**src/rtl/core/beacon_neighbor_table_aging_core_defines.svh**
```systemverilog
// Assertion macros for the RTL of the beacon neighbor table.
// Each assertion samples on clk_i and is disabled while rst_ni is low.
`ifndef BEACON_NEIGHBOR_TABLE_AGING_CORE_DEFINES_SVH
`define BEACON_NEIGHBOR_TABLE_AGING_CORE_DEFINES_SVH

`ifndef SYNTHESIS

// Check that a property holds on every clock edge out of reset.
`define BNTA_ASSERT(lbl, prop, msg) \
  lbl: assert property (@(posedge clk_i) disable iff (!rst_ni) (prop)) \
    else $error(msg);

// Check that a condition never occurs out of reset.
`define BNTA_ASSERT_NEVER(lbl, cond, msg) \
  lbl: assert property (@(posedge clk_i) disable iff (!rst_ni) !(cond)) \
    else $error(msg);

`else

`define BNTA_ASSERT(lbl, prop, msg)
`define BNTA_ASSERT_NEVER(lbl, cond, msg)

`endif

`endif

```
**src/rtl/core/bnta_pkg.sv**
```systemverilog
package bnta_pkg;

  // Table geometry
  localparam int MAX_DEVICES = 16;
  localparam int IDX_W       = $clog2(MAX_DEVICES);
  localparam int CNT_W       = $clog2(MAX_DEVICES + 1);

  // Beacon frame format
  localparam logic [31:0] HDR_MAGIC   = 32'h5052_5842;
  localparam logic [7:0]  BEACON_LEN  = 8'd27;
  localparam logic [7:0]  BEACON_VER  = 8'd1;
  localparam logic [31:0] STALE_RESET = 32'd30000;

  // Item opcodes
  localparam logic [1:0] OP_FRAME = 2'd0;
  localparam logic [1:0] OP_PRUNE = 2'd1;
  localparam logic [1:0] OP_READ  = 2'd2;

  // Result status codes
  localparam logic [3:0] STAT_OWN     = 4'd0;
  localparam logic [3:0] STAT_EMPTY   = 4'd1;
  localparam logic [3:0] STAT_OTHER   = 4'd2;
  localparam logic [3:0] STAT_BAD     = 4'd3;
  localparam logic [3:0] STAT_FULL    = 4'd4;
  localparam logic [3:0] STAT_ADDED   = 4'd5;
  localparam logic [3:0] STAT_UPDATED = 4'd6;
  localparam logic [3:0] STAT_PRUNED  = 4'd7;
  localparam logic [3:0] STAT_READ_OK = 4'd8;
  localparam logic [3:0] STAT_BAD_IDX = 4'd9;

  // Configuration register indexes
  localparam logic [1:0] CFG_OWN_MAC     = 2'd0;
  localparam logic [1:0] CFG_STALE_TIME  = 2'd1;
  localparam logic [1:0] CFG_BEACON_TYPE = 2'd2;

  typedef struct packed {
    logic [1:0]         opcode;
    logic [31:0]        now_ms;
    logic [47:0]        src_mac;
    logic signed [7:0]  rssi;
    logic [7:0]         frame_len;
    logic [7:0]         frame_type;
    logic [31:0]        magic_word;
    logic [7:0]         proto_version;
    logic [7:0]         capability_bits;
    logic [7:0]         read_index;
  } in_item_t;

  typedef struct packed {
    logic [3:0]         status;
    logic [4:0]         device_count;
    logic [47:0]        entry_mac;
    logic [7:0]         entry_caps;
    logic signed [7:0]  entry_rssi;
    logic [31:0]        entry_first_seen;
    logic [31:0]        entry_last_seen;
    logic [4:0]         removed_count;
  } out_item_t;

  typedef struct packed {
    logic [47:0] own_mac;
    logic [31:0] stale_time_ms;
    logic [7:0]  beacon_type_code;
  } cfg_t;

  typedef struct packed {
    logic [47:0]        mac;
    logic [7:0]         caps;
    logic signed [7:0]  rssi;
    logic [31:0]        first_seen;
    logic [31:0]        last_seen;
  } entry_t;

  // Control from the top level to the table engine
  typedef struct packed {
    logic start;
    logic res_free;
  } eng_ctl_t;

  // Status from the table engine to the top level
  typedef struct packed {
    logic idle;
    logic done;
  } eng_sts_t;

endpackage

```
**src/rtl/core/bnta_engine.sv**
```systemverilog
module bnta_engine (
  input  logic                 clk_i,
  input  logic                 rst_ni,
  input  bnta_pkg::eng_ctl_t   ctl_i,
  input  bnta_pkg::cfg_t       cfg_i,
  input  bnta_pkg::in_item_t   item_i,
  output bnta_pkg::eng_sts_t   sts_o,
  output bnta_pkg::out_item_t  res_o
);
  import bnta_pkg::*;

  typedef enum logic [2:0] {
    S_IDLE,
    S_SEARCH,
    S_PRUNE,
    S_READ,
    S_FINISH
  } state_e;

  state_e            state_q;
  logic [CNT_W-1:0]  total_q;
  logic [CNT_W-1:0]  k_q;
  logic [CNT_W-1:0]  wr_q;
  logic [CNT_W-1:0]  rem_q;
  in_item_t          item_q;
  out_item_t         res_q;
  out_item_t         res_init;

  // Table storage, one port written and one port read per cycle
  entry_t            mem_q [MAX_DEVICES];
  entry_t            rd_data_q;
  logic [IDX_W-1:0]  rd_addr;
  logic              wr_en;
  logic [IDX_W-1:0]  wr_addr;
  entry_t            wr_data;

  logic [CNT_W-1:0]  k_next;
  logic              in_range;
  logic              mac_hit;
  logic [31:0]       age;
  logic              stale;
  logic              chk_drop;
  logic [3:0]        chk_status;
  logic              idx_ok;

  // Shared walk datapath: one MAC compare and one age subtract
  assign k_next   = k_q + CNT_W'(1);
  assign in_range = (k_q < total_q);
  assign mac_hit  = (rd_data_q.mac == item_q.src_mac);
  assign age      = item_q.now_ms - rd_data_q.last_seen;
  assign stale    = (age >= cfg_i.stale_time_ms);
  assign idx_ok   = (item_i.read_index < 8'(total_q));

  // Classify an incoming frame before any table walk
  always_comb begin
    chk_drop   = 1'b1;
    chk_status = STAT_BAD;
    if (item_i.src_mac == cfg_i.own_mac) begin
      chk_status = STAT_OWN;
    end else if (item_i.frame_len == 8'd0) begin
      chk_status = STAT_EMPTY;
    end else if (item_i.frame_type != cfg_i.beacon_type_code) begin
      chk_status = STAT_OTHER;
    end else if ((item_i.frame_len != BEACON_LEN) ||
                 (item_i.magic_word != HDR_MAGIC) ||
                 (item_i.proto_version != BEACON_VER)) begin
      chk_status = STAT_BAD;
    end else begin
      chk_drop = 1'b0;
    end
  end

  // Seed the result at dispatch; items that finish at once keep this status
  always_comb begin
    res_init              = '0;
    res_init.device_count = 5'(total_q);
    case (item_i.opcode)
      OP_FRAME: res_init.status = chk_status;
      OP_PRUNE: res_init.status = STAT_PRUNED;
      default:  res_init.status = STAT_BAD_IDX;
    endcase
  end

  // Drive table read address and write strobes
  always_comb begin
    rd_addr = '0;
    wr_en   = 1'b0;
    wr_addr = k_q[IDX_W-1:0];
    wr_data = rd_data_q;
    case (state_q)
      S_IDLE: begin
        if (item_i.opcode == OP_READ) begin
          rd_addr = item_i.read_index[IDX_W-1:0];
        end
      end
      S_SEARCH: begin
        rd_addr = k_next[IDX_W-1:0];
        if (in_range) begin
          if (mac_hit) begin
            wr_en              = 1'b1;
            wr_data.caps       = item_q.capability_bits;
            wr_data.rssi       = item_q.rssi;
            wr_data.last_seen  = item_q.now_ms;
          end
        end else if (total_q < CNT_W'(MAX_DEVICES)) begin
          wr_en              = 1'b1;
          wr_addr            = total_q[IDX_W-1:0];
          wr_data.mac        = item_q.src_mac;
          wr_data.caps       = item_q.capability_bits;
          wr_data.rssi       = item_q.rssi;
          wr_data.first_seen = item_q.now_ms;
          wr_data.last_seen  = item_q.now_ms;
        end
      end
      S_PRUNE: begin
        rd_addr = k_next[IDX_W-1:0];
        if (in_range && !stale && (wr_q != k_q)) begin
          wr_en   = 1'b1;
          wr_addr = wr_q[IDX_W-1:0];
        end
      end
      default: begin
        rd_addr = '0;
      end
    endcase
  end

  always_ff @(posedge clk_i) begin
    if (wr_en) begin
      mem_q[wr_addr] <= wr_data;
    end
  end

  always_ff @(posedge clk_i) begin
    rd_data_q <= mem_q[rd_addr];
  end

  // Sequencer: dispatch, walk the table, build the result
  always_ff @(posedge clk_i or negedge rst_ni) begin
    if (!rst_ni) begin
      state_q <= S_IDLE;
      total_q <= '0;
      k_q     <= '0;
      wr_q    <= '0;
      rem_q   <= '0;
      item_q  <= '0;
      res_q   <= '0;
    end else begin
      case (state_q)
        S_IDLE: begin
          if (ctl_i.start) begin
            item_q <= item_i;
            k_q    <= '0;
            wr_q   <= '0;
            rem_q  <= '0;
            res_q  <= res_init;
            case (item_i.opcode)
              OP_FRAME: begin
                if (chk_drop) begin
                  state_q <= S_FINISH;
                end else begin
                  state_q <= S_SEARCH;
                end
              end
              OP_PRUNE: begin
                state_q <= S_PRUNE;
              end
              OP_READ: begin
                if (idx_ok) begin
                  state_q <= S_READ;
                end else begin
                  state_q <= S_FINISH;
                end
              end
              default: begin
                state_q <= S_FINISH;
              end
            endcase
          end
        end
        S_SEARCH: begin
          if (in_range) begin
            if (mac_hit) begin
              res_q.status <= STAT_UPDATED;
              state_q      <= S_FINISH;
            end else begin
              k_q <= k_next;
            end
          end else if (total_q >= CNT_W'(MAX_DEVICES)) begin
            res_q.status <= STAT_FULL;
            state_q      <= S_FINISH;
          end else begin
            total_q            <= total_q + CNT_W'(1);
            res_q.device_count <= 5'(total_q + CNT_W'(1));
            res_q.status       <= STAT_ADDED;
            state_q            <= S_FINISH;
          end
        end
        S_PRUNE: begin
          if (in_range) begin
            k_q <= k_next;
            if (stale) begin
              rem_q <= rem_q + CNT_W'(1);
            end else begin
              wr_q <= wr_q + CNT_W'(1);
            end
          end else begin
            total_q             <= wr_q;
            res_q.status        <= STAT_PRUNED;
            res_q.device_count  <= 5'(wr_q);
            res_q.removed_count <= 5'(rem_q);
            state_q             <= S_FINISH;
          end
        end
        S_READ: begin
          res_q.status           <= STAT_READ_OK;
          res_q.entry_mac        <= rd_data_q.mac;
          res_q.entry_caps       <= rd_data_q.caps;
          res_q.entry_rssi       <= rd_data_q.rssi;
          res_q.entry_first_seen <= rd_data_q.first_seen;
          res_q.entry_last_seen  <= rd_data_q.last_seen;
          state_q                <= S_FINISH;
        end
        S_FINISH: begin
          // hold the result until the output register has room
          if (ctl_i.res_free) begin
            state_q <= S_IDLE;
          end
        end
        default: begin
          state_q <= S_IDLE;
        end
      endcase
    end
  end

  assign sts_o.idle = (state_q == S_IDLE);
  assign sts_o.done = (state_q == S_FINISH) && ctl_i.res_free;
  assign res_o      = res_q;

endmodule

```
**src/rtl/core/beacon_neighbor_table_aging_core.sv**
```systemverilog
// Beacon neighbor table with aging. Keeps a packed table of up to 16 devices
// learned from beacon frames; each input item (frame, prune tick, or read by
// index) gives exactly one result transfer. Items are handled one at a time
// by a sequencer that walks the table through an entry memory with one read
// and one write port at one entry per cycle, so in_ready_o is low while an
// item is in work. A frame rejected by its header checks goes straight to the
// finish state; a valid beacon walks the entries in a MAC search; a prune tick
// walks all entries to compact the table; a read of a valid index fetches that
// entry. A finished result sits in the output register, and the next item is
// taken while it waits. Configuration writes are to be made only while the
// block is idle; the block itself does not enforce this.
module beacon_neighbor_table_aging_core (
  input  logic                 clk_i,
  input  logic                 rst_ni,
  input  logic                 in_valid_i,
  output logic                 in_ready_o,
  input  bnta_pkg::in_item_t   in_item_i,
  output logic                 out_valid_o,
  input  logic                 out_ready_i,
  output bnta_pkg::out_item_t  out_item_o,
  input  logic                 cfg_we_i,
  input  logic [1:0]           cfg_index_i,
  input  logic [47:0]          cfg_wdata_i
);
  import bnta_pkg::*;

  `include "beacon_neighbor_table_aging_core_defines.svh"

  cfg_t       cfg_q;
  eng_ctl_t   eng_ctl;
  eng_sts_t   eng_sts;
  out_item_t  eng_res;
  logic       out_valid_q;
  out_item_t  out_q;

  // Configuration registers
  always_ff @(posedge clk_i or negedge rst_ni) begin
    if (!rst_ni) begin
      cfg_q.own_mac          <= '0;
      cfg_q.stale_time_ms    <= STALE_RESET;
      cfg_q.beacon_type_code <= '0;
    end else if (cfg_we_i) begin
      case (cfg_index_i)
        CFG_OWN_MAC:     cfg_q.own_mac          <= cfg_wdata_i;
        CFG_STALE_TIME:  cfg_q.stale_time_ms    <= cfg_wdata_i[31:0];
        CFG_BEACON_TYPE: cfg_q.beacon_type_code <= cfg_wdata_i[7:0];
        default: begin
        end
      endcase
    end
  end

  // Start an item on an input transfer; let the engine finish when the slot frees
  assign in_ready_o       = eng_sts.idle;
  assign eng_ctl.start    = in_valid_i && in_ready_o;
  assign eng_ctl.res_free = !out_valid_q || out_ready_i;

  bnta_engine u_engine (
    .clk_i  (clk_i),
    .rst_ni (rst_ni),
    .ctl_i  (eng_ctl),
    .cfg_i  (cfg_q),
    .item_i (in_item_i),
    .sts_o  (eng_sts),
    .res_o  (eng_res)
  );

  // Output register: load a finished result, drop it on transfer
  always_ff @(posedge clk_i or negedge rst_ni) begin
    if (!rst_ni) begin
      out_valid_q <= 1'b0;
      out_q       <= '0;
    end else if (eng_sts.done) begin
      out_valid_q <= 1'b1;
      out_q       <= eng_res;
    end else if (out_ready_i) begin
      out_valid_q <= 1'b0;
    end
  end

  assign out_valid_o = out_valid_q;
  assign out_item_o  = out_q;

  `BNTA_ASSERT(a_busy_after_start, eng_ctl.start |=> !in_ready_o,
    "ready after input transfer")
  `BNTA_ASSERT_NEVER(a_no_overwrite, eng_sts.done && out_valid_q && !out_ready_i,
    "result overwritten")
  `BNTA_ASSERT(a_count_bound,
    out_valid_o |-> (out_item_o.device_count <= 5'(MAX_DEVICES)),
    "device count too large")
  `BNTA_ASSERT(a_removed_prune_only,
    (out_valid_o && (out_item_o.status != STAT_PRUNED)) |-> (out_item_o.removed_count == 5'd0),
    "removed count outside prune")

endmodule

```
**config.mk**
```make
export PLATFORM = sky130hd
export DESIGN_NAME = beacon_neighbor_table_aging_core
export DESIGN_NICKNAME = d
export VERILOG_FILES = /design/src/rtl/core/bnta_pkg.sv /design/src/rtl/core/bnta_engine.sv /design/src/rtl/core/beacon_neighbor_table_aging_core.sv
export VERILOG_INCLUDE_DIRS = /design/src /design/src/rtl/core
export SDC_FILE = /design/constraint.sdc
export NUM_CORES = 2
export LEC_CHECK = 0
export BUFFER_PORTS_ARGS = -buffer_cell sky130_fd_sc_hd__buf_2
export CAP_MARGIN = 0
export CORE_MARGIN = 2
export CORE_UTILIZATION = 27
export DETAILED_ROUTE_END_ITERATION = 8
export GPL_ROUTABILITY_DRIVEN = 0
export HOLD_SLACK_MARGIN = 0.02
export PLACE_DENSITY_LB_ADDON = 0.12
export SLEW_MARGIN = 40
export SYNTH_ARGS = -nofsm -noshare
export SYNTH_HDL_FRONTEND = slang
export SYNTH_SLANG_ARGS = --single-unit
```
**constraint.sdc**
```tcl
create_clock -name clk_i -period 39.9 [get_ports clk_i]
set_input_delay 1.995 -clock clk_i [delete_from_list [all_inputs] [get_ports clk_i]]
set_output_delay 1.995 -clock clk_i [all_outputs]
set_load 0.01 [all_outputs]
```
Yosys cells after proc, flatten, opt, wreduce, memory -nomap -nowiden

Memories as Yosys holds them, arrays and structs flattened. A register that Yosys moved wholly into a read port is not among the register bits.
Cells that the tools add are included.

Input bits: 217
ROM bits: 0
Memories: 1
Register bits: 492
Output and inout port bits: 144
Bits in writable memories: 2048
Bits in latches: 0

Eq/ne operators: 26
Mux-type cells: 65
Add/sub/neg operators: 5
Multiply operators: 0
Reductions and logical operators: 33
Div/mod/pow operators: 0
Bitwise gates (word level): 0
Shifts and indexed selects: 0
$lt $le $gt $ge: 5

Memory list:

| memory         | depth | bits a word | read ports | clocked after memory_dff | write ports | RTL line          | text |
|---|---|---|---|---|---|---|---|
| u_engine.mem_q | 16    | 128         | 1          | 1                        | 1           | bnta_engine.sv:30 | `entry_t mem_q [MAX_DEVICES];` |

Operators by type and width:

| cell                 | number |
|---|---|
| $mux 128             | 2 |
| $pmux 128 s2         | 1 |
| $mux 142             | 1 |
| $eq 48x48->1         | 2 |
| $mux 32              | 3 |
| $mux 5               | 12 |
| $mux 48              | 1 |
| $pmux 5 s2           | 4 |
| $ge 32x32->1         | 1 |
| $mux 16              | 2 |
| $mux 4               | 8 |
| $ne 32x31->1 const B | 1 |
| $sub 32x32->32       | 1 |
| $pmux 5 s3           | 2 |
| $pmux 4 s2           | 3 |
| $mux 3               | 7 |
| $add 5x1->5 const B  | 4 |
| $reduce_and 4->1     | 5 |
| $pmux 4 s4           | 1 |
| $pmux 3 s5           | 1 |
| $mux 1               | 14 |
| $ne 2x1->1 const B   | 5 |
| $ne 2x2->1 const B   | 5 |
| $reduce_and 2->1     | 5 |
| 29 further kinds     | 43 |

Longest topological paths before layout

Word-level depth: 11
Mapped depth: 21
Mapped depth without buffers: 21

By module

From an unflattened synthesis, not the netlist that was laid out.

Cells, all modules: 8368
Area total of the unflattened synthesis: 107421.8 sq um

Modules (own cells, without submodules):

| module                           | sequential area each (sq um) | cells each | area each (sq um) | times used |
|---|---|---|---|---|
| bnta_engine                      | 70592.7                      | 7877       | 98846.1           | 1 |
| beacon_neighbor_table_aging_core | 5789.3                       | 491        | 8575.7            | 1 |

Worst setup path before layout

OpenSTA, ideal clock, no wires.

Kind: register to register
From: register u_engine.item_q[138] in the netlist's numbering
To: memory u_engine.mem_q[12][0] in the netlist's numbering (enable)
Data required time: 38.971 ns
Path slack: 22.563 ns
Cell stages (with the launch flop): 18
Arrival: 16.408 ns
Setup time: 0.929 ns
Buffers on the path: 1
Cell sequence: dfrtp_1 ha_1 clkbuf_1 nand3_1 or4_1 o21ai_1 a22oi_1 a211oi_1 nand4b_1 nand3_1 ha_1 nand4_1 or2_1 or3_1 a31oi_1 nor3_4 o211a_2 nor4_1

Word-level cells in the longest chain between the ends: 9

RTL lines:

| what                               | RTL line           | text |
|---|---|---|
| from (decl)                        | bnta_engine.sv:25  | `in_item_t item_q;` |
| from (signal assigned)             | bnta_engine.sv:152 | `item_q <= item_i;` |
| $sub 32x32->32 (*)                 | bnta_engine.sv:50  | `assign age = item_q.now_ms - rd_data_q.last_seen;` |
| $ge 32x32->1 (*)                   | bnta_engine.sv:51  | `assign stale = (age >= cfg_i.stale_time_ms);` |
| $logic_not 1->1 (*)                | bnta_engine.sv:117 | `if (in_range && !stale && (wr_q != k_q)) begin` |
| $logic_and 1x1->1 (*) (2 in a row) | bnta_engine.sv:117 |  |
| $mux 1                             | bnta_engine.sv:117 |  |
| $pmux 1 s2                         | bnta_engine.sv:90  | `case (state_q)` |
| $mux 1                             | bnta_engine.sv:129 | `if (wr_en) begin` |
| $mux 1 (implied by the code)       | bnta_engine.sv:130 | `mem_q[wr_addr] <= wr_data;` |
| to (decl)                          | bnta_engine.sv:30  |  |

Mark *: on every way between the ends. The rest lies on a longest branch, timed or not.

Final worst setup path

From: register u_engine.item_q[128] in the netlist's numbering
To: memory u_engine.mem_q[10][69] in the netlist's numbering (enable)

The elaborated chain is that of the path after synthesis.

==> impl_metrics.json <==
{
  "cts-htree-levels": 5,
  "hp-start": "u_engine.item_q[10]$_DFFE_PN0P_",
  "ys_types": 73,
  "setup_viol": 0,
  "hold_path_class": "reg -> reg",
  "mostFrequentLayoutCell": "nand2_1",
  "ant_nets": 0,
  "die_area_um2": 403000,
  "fill_cells": 39700,
  "maxSlewHeadroom_pct": 32.1,
  "post-dp-hpwl_um": 220000,
  "drt_pass1_iterations": 5,
  "fin_util_pct": 31.8,
  "intPower_mw": 5.71,
  "critPathCaptureType": "flop",
  "drive_above_1_share_pct": 14.0,
  "synthesis.nets": 8953,
  "slowest_delay_ns": 0.68,
  "holdPathEnd": "u_engine.item_q[10]$_DFFE_PN0P_",
  "final_nets": 9236,
  "worstSetupPathType": "reg -> reg",
  "final_max_slew_viol_count": 0,
  "pwr-share-clk_pct": 33.4,
  "synth-async-reset-ratio_pct": 18.4,
  "hold_viol_final": 0,
  "clkSinkCount": 2668,
  "worstPathArrival_ns": 8.41,
  "routed_wl_um": 370000,
  "grt-ovfl-total": 0,
  "cts_tree": "done",
  "r2r-end": "u_engine.mem_q[10][69]$_DFFE_PP_",
  "cts.reportedPaths.clkPinSlew_ns": 0.06,
  "worst-endpoint-required_ns": 40.42,
  "yosysWarnings": 0,
  "fp.coreArea_um2": 396000,
  "crit_fanout": 45,
  "vias": 69600,
  "track_usage_pct": 17.8,
  "switching_share_pct": 32.9,
  "r2r_setup_slack_ns": 32.01,
  "die_h_um": 635,
  "worstReg2RegStart": "u_engine.item_q[128]$_DFFE_PN0P_",
  "max_freq_mhz": 127,
  "dr.first_iter.drc_count": 5272,
  "r2r_cells": 23,
  "p_leak_nw": 46.6,
  "post_drt_wl_per_cell_um": 25.6,
  "power.switching_mw": 2.81,
  "cts_made_buffers": 313,
  "holdWs_ns": 0.474,
  "numPortBuffers": 360,
  "drv_cap": 0,
  "cts_buffer_depth": 4,
  "grt_pass1_vias": 69100,
  "worstPathCellList": "inv_1 -> ha_1 -> inv_1 -> fa_1 -> a211oi_1 -> o21bai_1 -> a21oi_1 -> o21ai_1 -> a22oi_1 -> a211oi_1 -> o211ai_1 -> nand3_1 -> ha_1 -> nand4_1 -> or2_1 -> or3_1 -> a31oi_1 -> nor3_4 -> o211a_2 -> nor4_2 -> buf_4 -> buf_6 -> buf_4",
  "avgSynthCellArea_um2": 12.4,
  "worst_pin_slew_ns": 1.02,
  "ios": 361,
  "viasPerCell": 4.82,
  "rsz0062_at_grt": "false",
  "peakVddDrop_uv": 39.8,
  "area_delta_synth_final_pct": 17.2,
  "ys_ff_latch": 2668,
  "netlist_area_um2": 107000,
  "clock_latency_ns": 0.93,
  "postCtsSetupBuffers": 0,
  "drt_drc_violations_left": 0,
  "final_cell_mix": "nand2_1 (2884), edfxtp_1 (2048), nand3_1 (535)",
  "cts_root_buf": "clkbuf_16",
  "status": "completed",
  "yosysSeqAreaShare_pct": 71.1,
  "whs_path_depth": 2,
  "cp-start-kind": "flop",
  "fin_skew_ns": 0.0567,
  "cts_hold_buf": 0,
  "fp.dieW_um": 635,
  "seqPwrFrac_pct": 43.3,
  "postCtsResizedCells": 0,
  "netlist_instances": 8660,
  "fin_crit_ns": 7.89,
  "grt_max_degree": 155,
  "fin_crit_sh_pct": 19.8,
  "antenna_found_initial": 34,
  "power_density_nw_per_um2": 67.6,
  "grt_pass1_wl_um": 529000,
  "synth_flop_cell": "edfxtp_1",
  "cpMaxStageDelayCell": "buf_4",
  "start_util_pct": 27.1,
  "row_count": 231,
  "fin_tns_setup_ns": 0,
  "combPwrFrac_pct": 23.2,
  "synth_edf_count": 2048
}
registers in the layout (all words and copies together) (netlist names):
register,cells
cfg_q,88
out_item_o,142
out_valid_o,1
u_engine.item_q,96
u_engine.k_q,5
u_engine.mem_q,2048
u_engine.rd_data_q,128
u_engine.rem_q,5
u_engine.res_o,142
u_engine.state_q,3
u_engine.total_q,5
u_engine.wr_q,5
logic make-up after synthesis:
logic type | share of synthesized area [%]
xor+xnor | 1.12
fa+ha+maj | 0.892
flops | 71.1
mux | 2.98
buf+inv | 2.44
compound gates | 6.38
simple gates | 15.1
layout make-up:
cell class	instances	area (um^2)	area share, %
multi-input combinational	5357	28700	22.8
inverter	85	319	0.253
antenna	8	20.0	0.0159
tap	5242	6560	5.21
clock inverter	127	1290	1.02
clock buffer	444	8910	7.07
sequential	2668	76400	60.6
timing repair buffer	518	3760	2.98
critical path: cells and delay by family, from the launching register on:
| kind | cells | cell delay [ns] |
|---|---|---|
| DFF | 1 | 0.36 |
| adders and majority gates | 3 | 0.93 |
| and+or+nand+nor | 6 | 1.42 |
| buffers and inverters | 5 | 2.17 |
| AOI/OAI and AO/OA | 9 | 2.50 |
routing by layer:
| layer | vias to the layer above | share of wire [%] | global-route usage (%) |
|---|---|---|---|
| li1 | 31800 | - | - |
| met2 | 1578 | 48 | 30.0 |
| met1 | 35800 | 45 | 24.1 |
| met5 | - | 0.0035 | 0 |
| met3 | 409 | 4.0 | 2.19 |
| met4 | 2 | 2.8 | 4.72 |
metrics by stage:
step	setup WS, ns	cell area (um^2)	power, mW	std cells
floorplan	22.56	107000	4.88	8660
CTS	31.94	126000	8.64	14400
detailed placement	32.00	116000	5.75	13900
finish	32.01	126000	8.52	14400
global placement	31.77	115000	5.73	13800
global route	31.54	126000	8.94	14400
power by group through the flow:
stage | logic, mW | clock network (mW) | registers, mW
after detailed placement | 2.00 | 0 | 3.76
final | 1.98 | 2.85 | 3.69
after CTS | 2.01 | 2.93 | 3.70
after floorplan | 1.28 | 0 | 3.60
after global routing | 2.20 | 3.04 | 3.71
after global placement | 1.98 | 0 | 3.75
worst max path at each step:
stage | from | endpoint | slack, ns | cells after the start
after global routing | u_engine.item_q[128]$_DFFE_PN0P_ | u_engine.mem_q[10][69]$_DFFE_PP_ | 31.54 | 23
after global placement | u_engine.item_q[128]$_DFFE_PN0P_ | u_engine.mem_q[10][69]$_DFFE_PP_ | 31.77 | 23
after floorplan | u_engine.item_q[138]$_DFFE_PN0P_ | u_engine.mem_q[12][0]$_DFFE_PP_ | 22.56 | 17
final | u_engine.item_q[128]$_DFFE_PN0P_ | u_engine.mem_q[10][69]$_DFFE_PP_ | 32.01 | 23
after detailed placement | u_engine.item_q[128]$_DFFE_PN0P_ | u_engine.mem_q[10][70]$_DFFE_PP_ | 32.00 | 23
after CTS | u_engine.item_q[128]$_DFFE_PN0P_ | u_engine.mem_q[10][69]$_DFFE_PP_ | 31.94 | 23
cells in the mapped netlist, types with 21 or more instances:
library cell | number | area (um^2)
a21oi_1 | 193 | 966
dfxtp_1 | 128 | 2560
nand3_1 | 537 | 2690
xor2_1 | 111 | 972
nor4_1 | 49 | 307
nand2_1 | 2885 | 10800
mux2_2 | 263 | 2960
inv_1 | 85 | 319
a21o_1 | 21 | 158
a31oi_1 | 135 | 845
clkbuf_1 | 380 | 1430
a311oi_1 | 385 | 3370
dfrtp_1 | 485 | 12100
ha_1 | 75 | 938
buf_2 | 139 | 696
o21ai_0 | 180 | 901
nor2_1 | 46 | 173
edfxtp_1 | 2048 | 61500
nand4_1 | 26 | 163
and3_1 | 261 | 1630
xnor2_1 | 27 | 236
Note: power is estimated with default switching activity, not from simulation.
